--- src/assert_macros.svh ---
// Assertion macros shared by the lap timer modules.
// Included by every module that checks its own logic; depends on nothing.
`ifndef ASSERT_MACROS_SVH
`define ASSERT_MACROS_SVH

// Clocked property check, disabled while reset is asserted.
`define LTFD_ASSERT(label, clk, rst_n, prop, msg) \
	label: assert property (@(posedge clk) disable iff (!rst_n) prop) else $error(msg);

// Check that holds at every edge, reset included.
`define LTFD_ASSERT_ALWAYS(label, clk, prop, msg) \
	label: assert property (@(posedge clk) prop) else $error(msg);

`endif

--- src/ltfd_pkg.sv ---
// Shared types and constants of the lap timer finish line detector.
// Used by the front, queue, back and top level modules; depends on nothing.
package ltfd_pkg;

	typedef enum logic [1:0] {
		OP_TICK  = 2'd0,
		OP_START = 2'd1,
		OP_STOP  = 2'd2,
		OP_NONE  = 2'd3
	} op_t;

	// Classified word that travels from the front to the back.
	typedef struct packed {
		op_t  op;
		logic line;
	} item_t;

	localparam int unsigned CFG_INDEX_W = 8;
	localparam int unsigned CFG_DATA_W  = 16;

	localparam logic [CFG_INDEX_W-1:0] CFG_LEAVE_CONFIRM  = 8'd0;
	localparam logic [CFG_INDEX_W-1:0] CFG_FINISH_CONFIRM = 8'd1;
	localparam logic [CFG_INDEX_W-1:0] CFG_MIN_LAP        = 8'd2;
	localparam logic [CFG_INDEX_W-1:0] CFG_THRESHOLD      = 8'd3;

	localparam logic [7:0]  LEAVE_CONFIRM_RESET  = 8'd10;
	localparam logic [7:0]  FINISH_CONFIRM_RESET = 8'd3;
	localparam logic [15:0] MIN_LAP_RESET        = 16'd1800;
	localparam logic [2:0]  THRESHOLD_RESET      = 3'd2;

	typedef struct packed {
		logic [7:0]  leave_confirm;
		logic [7:0]  finish_confirm;
		logic [15:0] min_lap;
		logic [2:0]  threshold;
	} cfg_t;

	localparam int unsigned QUEUE_DEPTH = 2;

endpackage

--- src/ltfd_front.sv ---
// Front end: accepts command words and classifies them for the back end.
// Depends on ltfd_pkg for the operation codes and the classified word type.
module ltfd_front #(
	parameter int unsigned SENSOR_COUNT = 5
) (
	input  logic                    in_valid,
	output logic                    in_ready,
	input  logic [1:0]              command,
	input  logic [SENSOR_COUNT-1:0] line_sensors,
	input  logic [2:0]              threshold,
	input  logic                    q_full,
	output logic                    q_push,
	output ltfd_pkg::item_t         q_item
);
	import ltfd_pkg::*;

	localparam int unsigned CW   = $clog2(SENSOR_COUNT + 1);
	localparam int unsigned CMPW = (CW > 3) ? CW : 3;

	logic [CW-1:0] set_count;
	op_t           op;

	always_comb begin
		set_count = '0;
		for (int i = 0; i < SENSOR_COUNT; i++) begin
			set_count = set_count + CW'(line_sensors[i]);
		end
	end

	always_comb begin
		case (command)
			OP_TICK:  op = OP_TICK;
			OP_START: op = OP_START;
			OP_STOP:  op = OP_STOP;
			default:  op = OP_NONE;
		endcase
	end

	assign in_ready     = !q_full;
	assign q_push       = in_valid && in_ready;
	assign q_item.op    = op;
	assign q_item.line  = CMPW'(set_count) >= CMPW'(threshold);

endmodule

--- src/ltfd_queue.sv ---
// Short queue of classified words between the front and the back end.
// Depends on ltfd_pkg for the word type and depth; uses assert_macros.svh.
`include "assert_macros.svh"

module ltfd_queue (
	input  logic            clk,
	input  logic            arst_n,
	input  logic            push,
	input  ltfd_pkg::item_t push_item,
	output logic            full,
	input  logic            pop,
	output logic            nonempty,
	output ltfd_pkg::item_t head_item
);
	import ltfd_pkg::*;

	localparam int unsigned AW = (QUEUE_DEPTH > 1) ? $clog2(QUEUE_DEPTH) : 1;
	localparam int unsigned NW = $clog2(QUEUE_DEPTH + 1);

	item_t         mem_q [QUEUE_DEPTH];
	logic [AW-1:0] wr_ptr_q;
	logic [AW-1:0] rd_ptr_q;
	logic [NW-1:0] count_q;

	assign full      = count_q == NW'(QUEUE_DEPTH);
	assign nonempty  = count_q != '0;
	assign head_item = mem_q[rd_ptr_q];

	always_ff @(posedge clk) begin
		if (push) begin
			mem_q[wr_ptr_q] <= push_item;
		end
	end

	always_ff @(posedge clk or negedge arst_n) begin
		if (!arst_n) begin
			wr_ptr_q <= '0;
			rd_ptr_q <= '0;
			count_q  <= '0;
		end else begin
			if (push) begin
				wr_ptr_q <= (wr_ptr_q == AW'(QUEUE_DEPTH - 1)) ? '0 : wr_ptr_q + 1'b1;
			end
			if (pop) begin
				rd_ptr_q <= (rd_ptr_q == AW'(QUEUE_DEPTH - 1)) ? '0 : rd_ptr_q + 1'b1;
			end
			case ({push, pop})
				2'b10:   count_q <= count_q + 1'b1;
				2'b01:   count_q <= count_q - 1'b1;
				default: count_q <= count_q;
			endcase
		end
	end

	`LTFD_ASSERT(a_no_pop_empty, clk, arst_n, pop |-> nonempty, "queue popped while empty")
	`LTFD_ASSERT(a_no_push_full, clk, arst_n, push |-> !full, "queue pushed while full")
	`LTFD_ASSERT(a_count_bound, clk, arst_n, count_q <= NW'(QUEUE_DEPTH), "queue count overflow")

endmodule

--- src/ltfd_back.sv ---
// Back end: applies classified words to the lap state and registers results.
// Depends on ltfd_pkg for the word and register types; uses assert_macros.svh.
`include "assert_macros.svh"

module ltfd_back (
	input  logic            clk,
	input  logic            arst_n,
	input  ltfd_pkg::cfg_t  cfg,
	input  logic            q_nonempty,
	input  ltfd_pkg::item_t q_item,
	output logic            q_pop,
	output logic            out_valid,
	input  logic            out_ready,
	output logic [31:0]     elapsed_ticks,
	output logic            is_running,
	output logic            is_finished,
	output logic            has_left_start,
	output logic            brake_request
);
	import ltfd_pkg::*;

	logic [31:0] tick_q, tick_nxt, tick_inc;
	logic        run_q, run_nxt;
	logic        fin_q, fin_nxt;
	logic        left_q, left_nxt;
	logic [7:0]  clr_q, clr_nxt, clr_inc;
	logic [7:0]  line_q, line_nxt, line_inc;
	logic        brake;

	logic        out_valid_q;
	logic [31:0] ticks_q;
	logic        running_q, finished_q, left_start_q, brake_q;

	assign tick_inc = tick_q + 32'd1;
	assign clr_inc  = (clr_q < cfg.leave_confirm) ? clr_q + 8'd1 : clr_q;
	assign line_inc = (line_q < cfg.finish_confirm) ? line_q + 8'd1 : line_q;

	// The result register may be refilled in the same cycle it is taken.
	assign q_pop = q_nonempty && (!out_valid_q || out_ready);

	always_comb begin
		tick_nxt = tick_q;
		run_nxt  = run_q;
		fin_nxt  = fin_q;
		left_nxt = left_q;
		clr_nxt  = clr_q;
		line_nxt = line_q;
		brake    = 1'b0;
		case (q_item.op)
			OP_START: begin
				tick_nxt = '0;
				run_nxt  = 1'b1;
				fin_nxt  = 1'b0;
				left_nxt = 1'b0;
				clr_nxt  = '0;
				line_nxt = '0;
			end
			OP_STOP: begin
				run_nxt = 1'b0;
			end
			OP_TICK: begin
				if (run_q) begin
					tick_nxt = tick_inc;
					if (!left_q) begin
						if (!q_item.line) begin
							clr_nxt = clr_inc;
							if (clr_inc >= cfg.leave_confirm) begin
								left_nxt = 1'b1;
								line_nxt = '0;
							end
						end else begin
							clr_nxt = '0;
						end
					end else if (tick_inc >= {16'd0, cfg.min_lap} && q_item.line) begin
						line_nxt = line_inc;
						if (line_inc >= cfg.finish_confirm) begin
							run_nxt = 1'b0;
							fin_nxt = 1'b1;
							brake   = 1'b1;
						end
					end else begin
						line_nxt = '0;
					end
				end
			end
			default: begin
				brake = 1'b0;
			end
		endcase
	end

	always_ff @(posedge clk or negedge arst_n) begin
		if (!arst_n) begin
			tick_q      <= '0;
			run_q       <= 1'b0;
			fin_q       <= 1'b0;
			left_q      <= 1'b0;
			clr_q       <= '0;
			line_q      <= '0;
			out_valid_q <= 1'b0;
		end else begin
			if (q_pop) begin
				tick_q <= tick_nxt;
				run_q  <= run_nxt;
				fin_q  <= fin_nxt;
				left_q <= left_nxt;
				clr_q  <= clr_nxt;
				line_q <= line_nxt;
			end
			if (q_pop) begin
				out_valid_q <= 1'b1;
			end else if (out_ready) begin
				out_valid_q <= 1'b0;
			end
		end
	end

	always_ff @(posedge clk) begin
		if (q_pop) begin
			ticks_q      <= tick_nxt;
			running_q    <= run_nxt;
			finished_q   <= fin_nxt;
			left_start_q <= left_nxt;
			brake_q      <= brake;
		end
	end

	assign out_valid      = out_valid_q;
	assign elapsed_ticks  = ticks_q;
	assign is_running     = running_q;
	assign is_finished    = finished_q;
	assign has_left_start = left_start_q;
	assign brake_request  = brake_q;

	`LTFD_ASSERT(a_brake_ends_lap, clk, arst_n, (out_valid_q && brake_q) |-> (finished_q && !running_q), "brake without a finished, halted lap")
	`LTFD_ASSERT(a_finish_needs_leave, clk, arst_n, fin_q |-> left_q, "finish confirmed before leaving start")
	`LTFD_ASSERT(a_run_excludes_finish, clk, arst_n, run_q |-> !fin_q, "running after finish")

endmodule

--- src/lap_timer_finish_line_detector.sv ---
// Lap timer finish line detector, top level.
// Depends on ltfd_pkg, ltfd_front, ltfd_queue and ltfd_back.
//
// Input channel (in_valid/in_ready) takes one word per cycle while the queue
// has room: a command (tick, start, stop) and the line sensor bits. Every
// accepted word yields exactly one result word on the output channel
// (out_valid/out_ready) with the elapsed tick count and the running,
// finished, left-start and brake flags as they stand after that word.
// The configuration channel (cfg_valid/cfg_ready, cfg_index, cfg_data) is
// always ready and writes one of four registers; write it only while idle.
// The front decodes the command and counts set sensor bits against the
// threshold, then pushes the word into a two-entry queue. The back pops
// the queue, updates counters and flags, and loads the result register.
// An accepted word is stored in the queue, then popped into the result
// register behind out_valid, at one word per cycle while out_ready is high.
// When the receiver stalls, the result register holds, the queue fills,
// and in_ready drops once both queue entries are taken.
// Reset clears the lap state, empties the queue and restores the register
// defaults (leave 10, finish 3, minimum lap 1800, threshold 2).
module lap_timer_finish_line_detector #(
	parameter int unsigned SENSOR_COUNT = 5
) (
	input  logic                             clk,
	input  logic                             arst_n,
	input  logic                             cfg_valid,
	output logic                             cfg_ready,
	input  logic [ltfd_pkg::CFG_INDEX_W-1:0] cfg_index,
	input  logic [ltfd_pkg::CFG_DATA_W-1:0]  cfg_data,
	input  logic                             in_valid,
	output logic                             in_ready,
	input  logic [1:0]                       command,
	input  logic [SENSOR_COUNT-1:0]          line_sensors,
	output logic                             out_valid,
	input  logic                             out_ready,
	output logic [31:0]                      elapsed_ticks,
	output logic                             is_running,
	output logic                             is_finished,
	output logic                             has_left_start,
	output logic                             brake_request
);
	import ltfd_pkg::*;

	cfg_t  cfg_q;
	logic  q_full, q_push, q_pop, q_nonempty;
	item_t push_item, head_item;

	assign cfg_ready = 1'b1;

	always_ff @(posedge clk or negedge arst_n) begin
		if (!arst_n) begin
			cfg_q.leave_confirm  <= LEAVE_CONFIRM_RESET;
			cfg_q.finish_confirm <= FINISH_CONFIRM_RESET;
			cfg_q.min_lap        <= MIN_LAP_RESET;
			cfg_q.threshold      <= THRESHOLD_RESET;
		end else if (cfg_valid && cfg_ready) begin
			case (cfg_index)
				CFG_LEAVE_CONFIRM:  cfg_q.leave_confirm  <= cfg_data[7:0];
				CFG_FINISH_CONFIRM: cfg_q.finish_confirm <= cfg_data[7:0];
				CFG_MIN_LAP:        cfg_q.min_lap        <= cfg_data;
				CFG_THRESHOLD:      cfg_q.threshold      <= cfg_data[2:0];
				default:            cfg_q                <= cfg_q;
			endcase
		end
	end

	ltfd_front #(
		.SENSOR_COUNT(SENSOR_COUNT)
	) u_front (
		.in_valid     (in_valid),
		.in_ready     (in_ready),
		.command      (command),
		.line_sensors (line_sensors),
		.threshold    (cfg_q.threshold),
		.q_full       (q_full),
		.q_push       (q_push),
		.q_item       (push_item)
	);

	ltfd_queue u_queue (
		.clk       (clk),
		.arst_n    (arst_n),
		.push      (q_push),
		.push_item (push_item),
		.full      (q_full),
		.pop       (q_pop),
		.nonempty  (q_nonempty),
		.head_item (head_item)
	);

	ltfd_back u_back (
		.clk            (clk),
		.arst_n         (arst_n),
		.cfg            (cfg_q),
		.q_nonempty     (q_nonempty),
		.q_item         (head_item),
		.q_pop          (q_pop),
		.out_valid      (out_valid),
		.out_ready      (out_ready),
		.elapsed_ticks  (elapsed_ticks),
		.is_running     (is_running),
		.is_finished    (is_finished),
		.has_left_start (has_left_start),
		.brake_request  (brake_request)
	);

endmodule

--- config.mk ---
export PLATFORM = sky130hd
export DESIGN_NAME = lap_timer_finish_line_detector
export DESIGN_NICKNAME = d
export VERILOG_FILES = /design/src/ltfd_pkg.sv /design/src/ltfd_front.sv /design/src/ltfd_queue.sv /design/src/ltfd_back.sv /design/src/lap_timer_finish_line_detector.sv
export VERILOG_INCLUDE_DIRS = /design/src /design/src/src
export SDC_FILE = /design/constraint.sdc
export NUM_CORES = 1
export LEC_CHECK = 0
export BUFFER_PORTS_ARGS = -buffer_cell sky130_fd_sc_hd__clkbuf_2
export CORE_UTILIZATION = 48
export DETAILED_ROUTE_END_ITERATION = 6
export PLACE_DENSITY = 0.67
export RECOVER_POWER = 100
export SYNTH_ARGS = -nofsm -noshare
export SYNTH_HDL_FRONTEND = slang
export SYNTH_SLANG_ARGS = --single-unit
--- constraint.sdc ---
create_clock -name clk -period 7.48 [get_ports clk]
set_clock_uncertainty 0.15 [all_clocks]
set_input_delay 1.122 -clock clk [delete_from_list [all_inputs] [get_ports clk]]
set_output_delay 1.122 -clock clk [all_outputs]
set_load 0.05 [all_outputs]
## After elaboration in Yosys (flattened, before gate mapping)

Memory sizes are Yosys's and may differ from the RTL's.
Cells that the tools add are included.

| cells by class | value |
|---|---|
| add/sub/neg operators | 11 |
| order comparisons | 6 |
| equality and inequality tests | 14 |
| multiplexer cells | 38 |
| reductions and logical operators | 20 |

Operators by type and width:

| operator | number |
|---|---|
| $mux W8 | 10 |
| $pmux W32 S2 | 1 |
| $add A32 B1 Y32 const B | 1 |
| $ge A32 B16 Y1 | 1 |
| $mux W32 | 1 |
| $pmux W8 S2 | 2 |
| $mux W1 | 19 |
| $add A8 B1 Y8 const B | 2 |
| $eq A8 B2 Y1 const B | 2 |
| $ge A8 B8 Y1 | 2 |
| $lt A8 B8 Y1 | 2 |
| $add A3 B1 Y3 | 3 |
| $eq A2 B2 Y1 const B | 4 |
| $eq A8 B1 Y1 const B | 1 |
| $logic_not A8 Y1 | 1 |
| $reduce_and A2 Y1 | 4 |
| $reduce_and A4 Y1 | 2 |
| $reduce_bool A2 Y1 | 4 |
| $eq A2 B1 Y1 const B | 3 |
| $pmux W2 S3 | 1 |
| $reduce_and A5 Y1 | 1 |
| $logic_not A2 Y1 | 2 |
| $pmux W1 S2 | 2 |
| $pmux W2 S2 | 1 |
| 13 further kinds | 17 |

| word-level totals | value |
|---|---|
| register bits after elaboration | 127 |
| bits in writable memories | 6 |
| input bits | 36 |
| output and inout port bits | 39 |
| word-level logic and storage cells | 109 |
| memories | 1 |

Memories:

| name | depth | bits a word | read ports | clocked after Yosys merged registers in | write ports | line | source |
|---|---|---|---|---|---|---|---|
| u_queue.mem_q | 2 | 3 | 1 | 0 | 1 | ltfd_queue.sv:20 | `item_t mem_q [QUEUE_DEPTH];` |

## Longest topological paths before layout

| logic depth | value |
|---|---|
| depth after elaboration | 8 |
| mapped depth | 18 |
| mapped depth without buffers | 16 |

## Cells and area by module

A second synthesis with hierarchy kept.

| second synthesis, totals | value |
|---|---|
| cell total of the unflattened synthesis | 807 |
| area total of the unflattened synthesis | 8037.7 µm² |

By module, submodules not included:

| module | instances | cells each | area each (µm²) | sequential area each (µm²) |
|---|---|---|---|---|
| ltfd_back | 1 | 679 | 6038.3 | 2382.3 |
| lap_timer_finish_line_detector | 1 | 81 | 1438.9 | 887.1 |
| ltfd_queue | 1 | 25 | 402.9 | 280.3 |
| ltfd_front | 1 | 22 | 157.7 | 0.0 |

## Worst setup path after synthesis

Ideal clock, no wire load.

| timing path | value |
|---|---|
| kind | register to register |
| start point | register cfg_q[20] in the netlist's numbering |
| end point | register u_back.finished_q, in the netlist u_back.is_finished (data pin) |
| setup time | 0.256 ns |
| data arrival time | 3.870 ns |
| data required time | 7.074 ns |
| setup slack | 3.203 ns |
| stages on the path, launching flop included | 16 |
| path buffers | 0 |
| period minus slack after synthesis | 4.277 ns |
| cells stage by stage | dfstp_2 -> inv_1 -> ha_1 -> a21o_1 -> a21oi_1 -> o21ai_0 -> o22ai_1 -> mux2_2 -> ha_1 -> a21o_1 -> a21o_1 -> a21o_1 -> a21o_1 -> a2111oi_1 -> nor4b_4 -> a22o_1 |

| on the way | value |
|---|---|
| longest elaborated chain between the ends | 8 |

RTL lines:

| what | line | source |
|---|---|---|
| start, declared | lap_timer_finish_line_detector.sv:43 | `cfg_t cfg_q;` |
| start signal, assigned | lap_timer_finish_line_detector.sv:61 | `default: cfg_q <= cfg_q;` |
| $lt A8 B8 Y1 | ltfd_back.sv:36 | `assign line_inc = (line_q < cfg.finish_confirm) ? line_q + 8'd1 : line_q;` |
| $mux W8 | ltfd_back.sv:36 |  |
| $ge A8 B8 Y1 * | ltfd_back.sv:76 | `if (line_inc >= cfg.finish_confirm) begin` |
| $mux W1 * | ltfd_back.sv:76 |  |
| $mux W1 * | ltfd_back.sv:74 | `end else if (tick_inc >= {16'd0, cfg.min_lap} && q_item.line) begin` |
| $mux W1 * | ltfd_back.sv:64 | `if (!left_q) begin` |
| $mux W1 * | ltfd_back.sv:62 | `if (run_q) begin` |
| $pmux W1 S2 * | ltfd_back.sv:49 | `case (q_item.op)` |
| named net u_back.fin_nxt | ltfd_back.sv:24 | `logic fin_q, fin_nxt;` |
| end signal, assigned | ltfd_back.sv:122 | `finished_q <= fin_nxt;` |
| end, declared | ltfd_back.sv:32 | `logic running_q, finished_q, left_start_q, brake_q;` |

The timed path passes the listed nets; every way through them passes the cells marked *.
A chain may end at the register's enable or synchronous reset.

## Worst setup path after layout

| timing path | value |
|---|---|
| start point | register cfg_q[28] in the netlist's numbering |
| end point | register u_back.line_q[1] |

| on the way | value |
|---|---|
| longest elaborated chain between the ends | 5 |

RTL lines:

| what | line | source |
|---|---|---|
| $lt A8 B8 Y1 | ltfd_back.sv:35 | `assign clr_inc = (clr_q < cfg.leave_confirm) ? clr_q + 8'd1 : clr_q;` |
| $mux W8 | ltfd_back.sv:35 |  |
| $ge A8 B8 Y1 * | ltfd_back.sv:67 | `if (clr_inc >= cfg.leave_confirm) begin` |
| $ne A3 B1 Y1 (no line) * | n/a |  |
| $reduce_and A5 Y1 (no line) * | n/a |  |
| end signal, assigned | ltfd_back.sv:108 | `line_q <= line_nxt;` |
| end, declared | ltfd_back.sv:27 | `logic [7:0] line_q, line_nxt, line_inc;` |

Every way passes the cells marked *; elsewhere a longest branch is shown, timed or not.

==> results.rst <==
.. list-table::
   :header-rows: 1

   * - Metric
     - Value
   * - Result of the run
     - finished with violations
   * - Violations in the final reports
     - capacitance limit, slew limit
   * - Count of routing violations after the opening detailed-route iteration
     - 427
   * - Detailed-route DRC error count
     - 0
   * - Highest clock frequency the design can meet
     - 198.2 MHz
   * - Routed Antenna Nets
     - 0
   * - Final count of hold timing violations
     - 0
   * - Worst setup path end
     - u_back.line_q[1]
   * - Remaining global-route overflow
     - 0
   * - Final-report setup violation count
     - 0
   * - Fraction of the cycle the final worst path needs
     - 67.44%
   * - Total Negative Setup Slacks
     - 0 ns
   * - Most common flop cell mapped by yosys
     - dfrtp_1
   * - Number of inserted filler cells in the final layout
     - 1423
   * - Final WL
     - 18050 um
   * - Global-route wire length before repair
     - 29660 um
   * - I/O Pins
     - 75
   * - Synth top area share
     - 26.23%
   * - Critical path arrival
     - 5.21 ns
   * - Synthesized netlist net count
     - 877
   * - Antenna diode instance count
     - 0
   * - Setup repair after global routing missed its margin
     - no
   * - Required time of the worst setup path
     - 7.65 ns
   * - Most instantiated library cell after synthesis
     - nand2_1
   * - Effective utilization at floorplan
     - 49.25%
   * - Combined area of all synthesized cells
     - 7824 um^2
   * - Area overhead of the layout relative to synthesis
     - 13.18%
   * - Register area share after synthesis
     - 45.37%
   * - Number of core rows
     - 46
   * - Commonest cells in the synthesized netlist
     - 89 x nand2_1, 82 x dfrtp_1, 69 x o21ai_0
   * - Max Cap Viol
     - 2
   * - Final Slew Violations
     - 63
   * - Total power
     - 2.700 mW
   * - Power per Cell Area
     - 304.9 nW/um^2
   * - Worst reg2reg path depth
     - 15
   * - Headroom to the max-slew limit
     - -47.83%
   * - Total global-route track usage
     - 23.20%
   * - Number of buffers on the longest clock path
     - 2
   * - CTS tree
     - yes
   * - Worst reg2reg endpoint
     - u_back.line_q[1]
   * - Total core area
     - 15890 um^2
   * - Peak fanout along the critical path
     - 9
   * - Measured slew at the worst slew-check pin
     - 2.217 ns
   * - Final min period
     - 5.045 ns
   * - Largest net degree at the start of global routing
     - 71
   * - Kind of capture point of the worst setup path
     - flop
   * - Die outline width
     - 129.7 um
   * - Proportion of synthesized flip-flops having asynchronous set or reset
     - 68.42%
   * - Number of clock sinks
     - 133
   * - Port Buf Inserts
     - 73
   * - Flop and latch count out of synthesis
     - 133
   * - H-Tree Level Count
     - 4
   * - Worst Path Class, Setup
     - flop to flop
   * - HPWL after detailed placement
     - 13010 um
   * - Cell count after synthesis
     - 784
   * - Type of the most critical hold path
     - flop to flop
   * - Skew-Pair Late Insertion Delay
     - 0.43 ns
   * - Number of cells upsized or downsized after cts
     - 0
   * - Largest voltage drop on the vdd net
     - 0.0001766 V
   * - Average wire per standard cell
     - 16.83 um
   * - Vias in the first global route
     - 5940
   * - Startpoint of the lowest-slack register-to-register path
     - cfg_q[28]
   * - Clock transition at the registers of the reported paths
     - 0.06 ns
   * - Number of buffers created by CTS
     - 17
   * - Most area-consuming cells after synthesis
     - dfrtp_1 26%, edfxtp_1 16%, ha_1 8.8%, o21ai_0 4.4%, mux2_2 4.3%
   * - Cell at the root of the clock tree
     - clkbuf_16
   * - Gp weighted congestion
     - 0.8574
   * - Vias after detailed routing
     - 6052
   * - Number of buffers inserted to repair setup after CTS
     - 0
   * - Element type at the critical path start
     - flop
   * - Number of buffers inserted by hold repair at cts
     - 0
   * - First-pass DRT Iterations
     - 5
   * - Distinct cells, synth
     - 63
   * - Die outline area
     - 16810 um^2
   * - Post-synth EDFFs
     - 42
   * - Final #Nets
     - 937
   * - Origin of the worst setup path
     - cfg_q[28]
   * - Initial antenna violation count
     - 0
   * - Ratio of cells with drive above 1 in the final layout
     - 12.95%
   * - R2r setup slk
     - 2.44 ns
   * - Yosys warning total
     - 0
   * - Reported leakage power
     - 3.901 nW
   * - Avg Cell Area, Syn
     - 9.979 um^2
   * - Post-detailed-route via-to-cell ratio
     - 5.640
   * - Library cell occupying the most area in the post-synthesis netlist
     - dfrtp_1
   * - Overall die height
     - 129.7 um
==> registers in the layout (all words and copies together) (netlist names) <==
| register | flops |
|---|---|
| u_back.has_left_start | 1 |
| u_queue.wr_ptr_q | 1 |
| u_back.clr_q | 8 |
| u_back.tick_q | 32 |
| u_back.left_q | 1 |
| u_back.brake_request | 1 |
| u_back.out_valid | 1 |
| u_back.line_q | 8 |
| u_back.is_running | 1 |
| u_back.fin_q | 1 |
| u_back.elapsed_ticks | 32 |
| u_queue.rd_ptr_q | 1 |
| u_back.is_finished | 1 |
| u_back.run_q | 1 |
| u_queue.mem_q | 6 |
| u_queue.count_q | 2 |
| cfg_q | 35 |
==> where the power goes <==
part | total, mW | internal (mW) | leakage, nW | switching [mW]
Sequential | 0.956 | 0.898 | 1.61 | 0.0579
Clock | 0.880 | 0.556 | 0.299 | 0.323
Combinational | 0.865 | 0.189 | 1.99 | 0.675
==> cells by family after synthesis <==
logic type | synth area share, %
other cells | 0.04793
xor+xnor | 4.798
buf+inv | 5.006
compound gates | 15.16
simple gates | 15.74
flops | 45.37
fa+ha+maj | 9.308
mux | 4.574
==> through the flow <==
stage          hold slack, ns  std cells  worst slack (ns)  utilization (%)  instance area [um^2]
2_1_floorplan          0.3108        784             3.203                -                  7824
3_3_place_gp           0.3270       1041             2.866            52.50                  8339
3_5_place_dp           0.3318       1041             2.848            52.50                  8339
4_1_cts                0.3435       1073             2.828            56.36                  8954
5_1_grt                0.3653       1073             1.843            55.74                  8855
6_report               0.3388       1073             2.435            55.74                  8855
==> layout make-up <==
cell class                      count  area, um^2  area share [%]
Tap cell                          216       270.3           3.052
Inverter                           58       217.7           2.459
Clock inverter                     13       181.4           2.049
Multi-Input combinational cell    555        3856           43.55
Clock buffer                       19       432.9           4.889
Sequential cell                   133        3550           40.09
Timing Repair Buffer               79       346.6           3.914
==> worst min path at each step <==
| stage | from | endpoint | slack (ns) | cells past startpoint |
|---|---|---|---|---|
| 6_report | u_queue.wr_ptr_q | u_queue.wr_ptr_q | 0.34 | 1 |
| 5_1_grt | u_queue.wr_ptr_q | u_queue.wr_ptr_q | 0.37 | 1 |
| 4_1_cts | u_queue.wr_ptr_q | u_queue.wr_ptr_q | 0.34 | 1 |
| 3_5_place_dp | u_queue.wr_ptr_q | u_queue.wr_ptr_q | 0.33 | 1 |
| 3_3_place_gp | u_queue.wr_ptr_q | u_queue.wr_ptr_q | 0.33 | 1 |
| 2_1_floorplan | u_queue.wr_ptr_q | u_queue.wr_ptr_q | 0.31 | 1 |
==> worst max-delay path, cell delays in order, from the launching register on <==
cell and delay [ns]:
dfstp_2 0.51, inv_1 0.05, ha_1 0.29, a21o_1 0.16, a21oi_1 0.13, o21ai_0 0.10, o41ai_1 1.11, nand4_1 0.43
xnor2_1 0.27, ha_1 0.27, a21oi_1 0.14, o21ai_0 0.11, a31o_2 0.28, a21oi_1 0.55, nor2b_1 0.10, a32o_1 0.28
==> metal layers <==
metal / global-route usage (%) / wire (um) / up-vias
li1: - / - / 2954
met1: 28.11 / 7913 / 2917
met2: 39.16 / 8865 / 141
met3: 5.367 / 662 / 40
met4: 10.74 / 613 / 0
met5: 0 / 0 / -
==> cell usage in the layout (no fill, tap or decap), types with 4 or more instances in the layout <==
cell type   n
o31a_1      4
edfxtp_1   42
o31ai_1    20
clkbuf_1   47
and3_1     13
a21o_1     11
and2_1      4
clkbuf_16  17
mux2_2     30
nand3_1    22
o211ai_1   17
dfrtp_1    82
nor2_1     30
ha_1       55
nand2_1    89
o21ai_0    73
nand2b_1   12
and4_1      4
nor4_1     10
or3_1       9
xnor2_1    24
nand4_1    18
xor2_1     17
a32o_1      5
dfstp_2     9
nor3_1      5
inv_1      58
a22o_1      9
bufinv_16   4
a21oi_1    26
clkbuf_2   31
Note: power is estimated with default switching activity, not from simulation.
